--- src/hw/rtl/kcv_pkg.sv ---
// ----------------------------------------------------------------------------
// kcv_pkg
// Shared types, codes and fixed-point helpers for the constant-velocity
// Kalman tracker.
// ----------------------------------------------------------------------------
`default_nettype none

package kcv_pkg;

  typedef enum logic [1:0] {
    FN_LOAD     = 2'd0,
    FN_INTERVAL = 2'd1,
    FN_PREDICT  = 2'd2,
    FN_UPDATE   = 2'd3
  } func_e;

  typedef enum logic [1:0] {
    REG_MEAS_NOISE = 2'd0,
    REG_PROC_POS   = 2'd1,
    REG_PROC_VEL   = 2'd2
  } reg_idx_e;

  localparam int unsigned WideW = 80;
  localparam int unsigned MulAW = 42;
  localparam int unsigned MulBW = 33;
  localparam int unsigned ProdW = MulAW + MulBW;

  typedef logic signed [WideW-1:0] wide_t;

  localparam logic signed [31:0] OneQ16 = 32'sd65536;

  function automatic wide_t rnd(input wide_t x);
    wide_t y;
    y = x + wide_t'(32768);
    return y >>> 16;
  endfunction

  function automatic logic signed [31:0] sat32(input wide_t x);
    logic signed [31:0] r;
    if (x > wide_t'(32'sh7fffffff)) begin
      r = 32'sh7fffffff;
    end else if (x < wide_t'(-33'sh080000000)) begin
      r = 32'sh80000000;
    end else begin
      r = x[31:0];
    end
    return r;
  endfunction

endpackage

`default_nettype wire

--- src/hw/rtl/kcv_mul.sv ---
// ----------------------------------------------------------------------------
// kcv_mul
// Shared signed multiplier, 42 by 33 bits, built from one 26 by 33 bit
// multiplier used first for the low and then for the high half.
// ----------------------------------------------------------------------------
`default_nettype none

module kcv_mul (
  input  wire                              clk_i,
  input  wire                              rst_ni,
  input  wire                              start_i,
  input  wire logic signed [kcv_pkg::MulAW-1:0] a_i,
  input  wire logic signed [kcv_pkg::MulBW-1:0] b_i,
  output logic                             done_o,
  output logic signed [kcv_pkg::ProdW-1:0] prod_o
);
  import kcv_pkg::*;

  logic signed [MulAW-1:0]   a_q;
  logic signed [MulBW-1:0]   b_q;
  logic                      busy_q, phase_q, done_q;
  logic signed [58:0]        plo_q;
  logic signed [ProdW-1:0]   prod_q;
  logic        [25:0]        op;
  logic signed [58:0]        m;

  assign op = phase_q ? a_q[MulAW-1:16] : {10'b0, a_q[15:0]};
  assign m  = $signed(op) * b_q;

  always_ff @(posedge clk_i) begin
    if (start_i) begin
      a_q <= a_i;
      b_q <= b_i;
    end
    if (busy_q && !phase_q) begin
      plo_q <= m;
    end
    if (busy_q && phase_q) begin
      prod_q <= $signed({m, 16'b0}) + ProdW'(plo_q);
    end
  end

  always_ff @(posedge clk_i or negedge rst_ni) begin
    if (!rst_ni) begin
      busy_q  <= 1'b0;
      phase_q <= 1'b0;
      done_q  <= 1'b0;
    end else begin
      done_q <= busy_q && phase_q;
      if (start_i) begin
        busy_q  <= 1'b1;
        phase_q <= 1'b0;
      end else if (busy_q) begin
        phase_q <= !phase_q;
        if (phase_q) begin
          busy_q <= 1'b0;
        end
      end
    end
  end

  assign done_o = done_q;
  assign prod_o = prod_q;

endmodule

`default_nettype wire

--- config.mk ---
export PLATFORM = sky130hd
export DESIGN_NAME = kcv_mul
export DESIGN_NICKNAME = d
export VERILOG_FILES = /design/src/hw/rtl/kcv_pkg.sv /design/src/hw/rtl/kcv_mul.sv
export SDC_FILE = /design/constraint.sdc
export NUM_CORES = 2
export LEC_CHECK = 0
export BUFFER_PORTS_ARGS = -buffer_cell sky130_fd_sc_hd__buf_2
export CAP_MARGIN = 20
export CORE_ASPECT_RATIO = 1.2
export CORE_MARGIN = 5
export CORE_UTILIZATION = 50
export CTS_CLUSTER_DIAMETER = 120
export DETAILED_ROUTE_END_ITERATION = 8
export MAX_ROUTING_LAYER = met4
export PLACE_DENSITY = 0.69
export SKIP_LAST_GASP = 1
export SYNTH_ARGS = -nofsm -noshare
export SYNTH_HDL_FRONTEND = slang
export SYNTH_SLANG_ARGS = --single-unit
--- constraint.sdc ---
create_clock -name clk_i -period 10.81 [get_ports clk_i]
set_clock_uncertainty 0.2 [all_clocks]
set_input_delay 0.5405 -clock clk_i [delete_from_list [all_inputs] [get_ports clk_i]]
set_output_delay 0.5405 -clock clk_i [all_outputs]
set_load 0.01 [all_outputs]
After elaboration in Yosys (flattened, before gate mapping)

Cells that the tools add are included.
Widths: inputs -> output; s select.

$add $sub $neg: 1
$mul: 1
Reductions and logical operators: 4
Mux-type cells: 6

Operator list:

| kind              | number |
|---|---|
| $add 75x59->75    | 1 |
| $mul 26x33->59    | 1 |
| $mux 26           | 1 |
| $mux 1            | 5 |
| $logic_and 1x1->1 | 2 |
| $reduce_bool 2->1 | 1 |
| $logic_not 1->1   | 1 |

Register bits after elaboration: 212
Input port bits: 78

Logic depth before layout (Yosys ltp)

Word-level depth: 3
Depth in mapped cells: 42

Worst setup path after synthesis

Ideal clock, no wire load.

Kind: register to register
Start: register phase_q
End: register prod_q[74] (netlist: prod_o[74]), data pin
Slack: 536 ps
Period minus slack after synthesis: 10274 ps
Required time: 10342 ps
Arrival: 9806 ps
Stages on the path, launching flop included: 41
Cell sequence: dfrtp_1 -> buf_1 -> clkbuf_1 -> and2_1 -> clkbuf_1 -> clkbuf_1 -> nand2_1 -> fa_1 -> inv_1 -> fa_1 -> inv_1 -> fa_1 -> inv_1 -> fa_1 -> fa_1 -> fa_1 -> inv_1 -> fa_1 -> (+5 left out) -> a211o_1 -> a31oi_1 -> nand2b_1 -> a311o_1 -> nand3_1 -> a311oi_1 -> a31oi_1 -> xnor2_1 -> ha_1 -> a21o_1 -> a21o_1 -> a21o_1 -> a21oi_1 -> o21ai_1 -> a2111oi_4 -> nor3_1 -> a211oi_2 -> xnor3_1

Word-level cells in the longest chain between the ends: 3

Ends and longest elaborated chain:

| what                   | line          | source |
|---|---|---|
| start, declared        | kcv_mul.sv:21 | `logic busy_q, phase_q, done_q;` |
| start signal, assigned | kcv_mul.sv:54 | `phase_q <= !phase_q;` |
| $mux 26                | kcv_mul.sv:27 | `assign op = phase_q ? a_q[MulAW-1:16] : {10'b0, a_q[15:0]};` |
| $mul 26x33->59         | kcv_mul.sv:28 | `assign m = $signed(op) * b_q;` |
| net m[44]              | kcv_mul.sv:25 | `logic signed [58:0] m;` |
| $add 75x59->75         | kcv_mul.sv:39 | `prod_q <= $signed({m, 16'b0}) + ProdW'(plo_q);` |
| end signal, assigned   | kcv_mul.sv:39 |  |
| end, declared          | kcv_mul.sv:23 | `logic signed [ProdW-1:0] prod_q;` |

The timed path passes the listed nets, and every way through them passes these cells.
A chain may end at the register's enable or synchronous reset.

Worst setup path after layout

Ends and elaborated chain as after synthesis.

==> metrics.txt <==
# TYPE chip_impl_metric gauge
chip_impl_info{name="crit_type",value="flip-flop to flip-flop"} 1
chip_impl_metric{name="floorplan.die.height",unit="um"} 318.1
chip_impl_metric{name="clock_tree.htree_level_count",unit=""} 1
chip_impl_metric{name="register_area",unit="mm^2"} 0.006355
chip_impl_info{name="root_buffer_master",value="sky130_fd_sc_hd__clkbuf_16"} 1
chip_impl_metric{name="post_synth_inst_count",unit=""} 3966
chip_impl_info{name="worst_path_most_repeated_cell",value="sky130_fd_sc_hd__fa_1"} 1
chip_impl_metric{name="grt_pass1_wl",unit="mm"} 169.7
chip_impl_metric{name="fmax",unit="MHz"} 95.88
chip_impl_metric{name="first_iter_violations",unit=""} 2026
chip_impl_metric{name="routed-via-count",unit=""} 28470
chip_impl_metric{name="ys_ff_latch",unit=""} 212
chip_impl_metric{name="antenna_violating_nets_post_route",unit=""} 0
chip_impl_metric{name="drv_slew",unit=""} 0
chip_impl_info{name="cell_types_with_the_largest_area_share_after_synthesis",value="sky130_fd_sc_hd__fa_1 44%, sky130_fd_sc_hd__edfxtp_1 16%, sky130_fd_sc_hd__inv_1 8.6%"} 1
chip_impl_metric{name="chipWidth",unit="um"} 266.8
chip_impl_metric{name="globalRouteOverflowTotal",unit=""} 0
chip_impl_metric{name="synth_enable_flop_cells",unit=""} 209
chip_impl_metric{name="post-route-drc-count",unit=""} 0
chip_impl_metric{name="groute.usage.overall",unit="%"} 26.42
chip_impl_metric{name="cp_data_arrival_time",unit="ns"} 10.55
chip_impl_info{name="cpMaxStageDelayCell",value="sky130_fd_sc_hd__dfrtp_4"} 1
chip_impl_metric{name="core",unit="mm^2"} 0.07889
chip_impl_info{name="endpoint_kind",value="flip-flop"} 1
chip_impl_metric{name="route.detailed.wl_per_inst",unit="um"} 20.66
chip_impl_metric{name="cp_slowest_stage_delay",unit="ns"} 0.60
chip_impl_info{name="mostFrequentLayoutCells",value="902 x sky130_fd_sc_hd__inv_1, 879 x sky130_fd_sc_hd__fa_1, 563 x sky130_fd_sc_hd__nand2_1"} 1
chip_impl_metric{name="vias_per_std_cell",unit=""} 5.416
chip_impl_metric{name="synthesis.nets",unit=""} 5142
chip_impl_metric{name="final-setup-viol-count",unit=""} 0
chip_impl_metric{name="worst_r2r_path_depth",unit=""} 35
chip_impl_metric{name="timing.critical_path.fanout_max",unit=""} 14
chip_impl_metric{name="finalCritPeriodShare",unit="%"} 96.48
chip_impl_info{name="area_leader_netlist",value="sky130_fd_sc_hd__fa_1"} 1
chip_impl_metric{name="cts.sink_count",unit=""} 212
chip_impl_metric{name="dieArea",unit="mm^2"} 0.08485
chip_impl_metric{name="post_synth.cell_area_avg",unit="um^2"} 9.973
chip_impl_metric{name="design.final.nets",unit=""} 5375
chip_impl_metric{name="slew_headroom",unit="%"} 22.43
chip_impl_metric{name="number_of_global_route_vias_before_repair",unit=""} 31210
chip_impl_metric{name="clk_pin_slew",unit="ns"} 0.06
chip_impl_metric{name="synth_warnings",unit=""} 0
chip_impl_metric{name="detailedPlacementHpwl",unit="mm"} 90.96
chip_impl_info{name="layout_commonest_cell",value="sky130_fd_sc_hd__inv_1"} 1
chip_impl_metric{name="antenna_found_initial",unit=""} 6
chip_impl_metric{name="finalCriticalPeriod",unit="ns"} 10.43
chip_impl_metric{name="globalplace.congestion",unit=""} 0.9482
chip_impl_metric{name="async_reset_ff_share",unit="%"} 1.415
chip_impl_metric{name="drt_wl_total",unit="mm"} 108.6
chip_impl_metric{name="cap_violations",unit=""} 0
chip_impl_metric{name="grt_start_max_net_pins",unit=""} 70
chip_impl_info{name="start_kind",value="flip-flop"} 1
chip_impl_metric{name="synth.top_cell.area_share",unit="%"} 44.49
chip_impl_metric{name="design.portCount",unit=""} 154
chip_impl_metric{name="synth_area",unit="mm^2"} 0.03955
chip_impl_info{name="hold_path_class",value="primary input to async pin"} 1
chip_impl_metric{name="worst_pin_slew",unit="ns"} 1.164
chip_impl_metric{name="area_of_combinational_cells_with_multiple_inputs",unit="mm^2"} 0.02926
chip_impl_info{name="worst_r2r_endpoint",value="prod_o[74]$_DFFE_PP_"} 1
chip_impl_metric{name="required_time_of_the_critical_path",unit="ns"} 10.93
chip_impl_metric{name="final_layout_size_suffix_gt1_share",unit="%"} 9.677
chip_impl_metric{name="portBuffers",unit=""} 153
chip_impl_info{name="dominantRegCellSynth",value="sky130_fd_sc_hd__edfxtp_1"} 1
chip_impl_metric{name="floorplan.initialDensity",unit="%"} 50.13
chip_impl_metric{name="clockBufferDepth",unit=""} 3
chip_impl_metric{name="synth-seq-area-share",unit="%"} 16.06
chip_impl_metric{name="clock_latency",unit="ns"} 0.62
chip_impl_info{name="timing.rr.start",value="phase_q$_DFFE_PN0P_"} 1
chip_impl_metric{name="drtPass1Iterations",unit=""} 7
chip_impl_metric{name="hold_fails_final_rpt",unit=""} 0
chip_impl_info{name="clock_tree_from_tritoncts",value="built"} 1
chip_impl_metric{name="worst-r2r-setup-slack",unit="ns"} 0.38
chip_impl_metric{name="timing.setup.tns",unit="ns"} 0
chip_impl_metric{name="n_fill_cell",unit=""} 6945
chip_impl_metric{name="synth_cell_type_count",unit=""} 66
chip_impl_metric{name="placementRows",unit=""} 113
chip_impl_metric{name="areaGrowthSynthToFinish",unit="%"} 11.27
chip_impl_metric{name="cts_bufs_inserted",unit=""} 26
chip_impl_info{name="status",value="completed"} 1
state kept, by name (all words and copies together), names as in the netlist:
| register | count |
|---|---|
| a_q | 42 |
| b_q | 33 |
| busy_q | 1 |
| done_o | 1 |
| phase_q | 1 |
| plo_q | 59 |
| prod_o | 75 |
stage by stage:
step	setup WS, ns	hold WS [ns]	utilization (%)	instances	cell area, um^2
3_5_place_dp	0.1473	0.1927	53.29	5110	42040
2_1_floorplan	0.5363	0.04491	-	3966	39550
4_1_cts	0.1044	0.06080	55.38	5231	43690
6_report	0.3808	0.09593	55.79	5256	44010
3_3_place_gp	0.2258	0.1900	53.29	5110	42040
5_1_grt	-0.01060	0.1038	55.79	5256	44010
critical path, delay by kind of cell (launching register included):
kind            cells  cell delay [ns]
simple gates        3             0.35
buf+inv             8             0.83
xor+xnor            2             0.59
fa+ha+maj           9             4.43
compound gates     12             2.94
flops               1             0.60
mux                 1             0.23
layout make-up:
type,instances,area share [%]
clock inverter,17,0.5231
timing repair buffer,385,6.391
inverter,903,7.701
sequential,212,14.44
multi-input combinational,2671,66.48
tap,1035,2.942
antenna,5,0.02843
clock buffer,28,1.495
worst max path at each step:
stage | start | endpoint | depth (start not counted)
floorplan | phase_q$_DFFE_PN0P_ | prod_o[74]$_DFFE_PP_ | 40
global placement | phase_q$_DFFE_PN0P_ | prod_o[74]$_DFFE_PP_ | 33
detailed placement | phase_q$_DFFE_PN0P_ | prod_o[74]$_DFFE_PP_ | 34
CTS | phase_q$_DFFE_PN0P_ | prod_o[74]$_DFFE_PP_ | 34
global route | phase_q$_DFFE_PN0P_ | prod_o[74]$_DFFE_PP_ | 38
finish | phase_q$_DFFE_PN0P_ | prod_o[74]$_DFFE_PP_ | 35
synthesized netlist by cell type, types with 16 or more instances:
master                       n
sky130_fd_sc_hd__a21o_1     69
sky130_fd_sc_hd__a21oi_1   119
sky130_fd_sc_hd__and2_1    172
sky130_fd_sc_hd__and3_1    123
sky130_fd_sc_hd__clkbuf_1  177
sky130_fd_sc_hd__edfxtp_1  209
sky130_fd_sc_hd__fa_1      879
sky130_fd_sc_hd__ha_1      219
sky130_fd_sc_hd__inv_1     902
sky130_fd_sc_hd__nand2_1   563
sky130_fd_sc_hd__nand4_1    20
sky130_fd_sc_hd__nor2_1     60
sky130_fd_sc_hd__nor2b_1    73
sky130_fd_sc_hd__o21a_1     16
sky130_fd_sc_hd__o21ai_0    42
sky130_fd_sc_hd__o21bai_1   16
sky130_fd_sc_hd__xnor2_1    79
sky130_fd_sc_hd__xor2_1     43
cell families after synthesis:
family	after synthesis	share of synthesized area, %
buffers and inverters	1085	10.30
adder cells (fa/ha/maj)	1098	51.42
multiplexers	16	0.4492
XOR/XNOR	123	2.758
flip-flops	212	16.06
AND/OR/NAND/NOR	1074	13.05
AO/OA/AOI/OAI	358	5.963
per-layer routing:
layer | vias to the layer above | part of all wire [%] | GRT usage, %
met2 | 1018 | 53 | 46.67
met3 | 326 | 6.3 | 3.678
met5 | - | 0 | -
met1 | 14650 | 34 | 29.14
li1 | 12470 | - | -
met4 | 0 | 6.6 | 13.22
timing repair:
item	in CTS	in global routing
buffers inserted	0	18
resized for setup	0	19
hold endpoints to repair	78	0
endpoints found under the setup margin	0	13
hold buffers	76	0
Power is not shown: default switching activity piles up to over one toggle a cycle in this logic, so the estimate is an artifact.
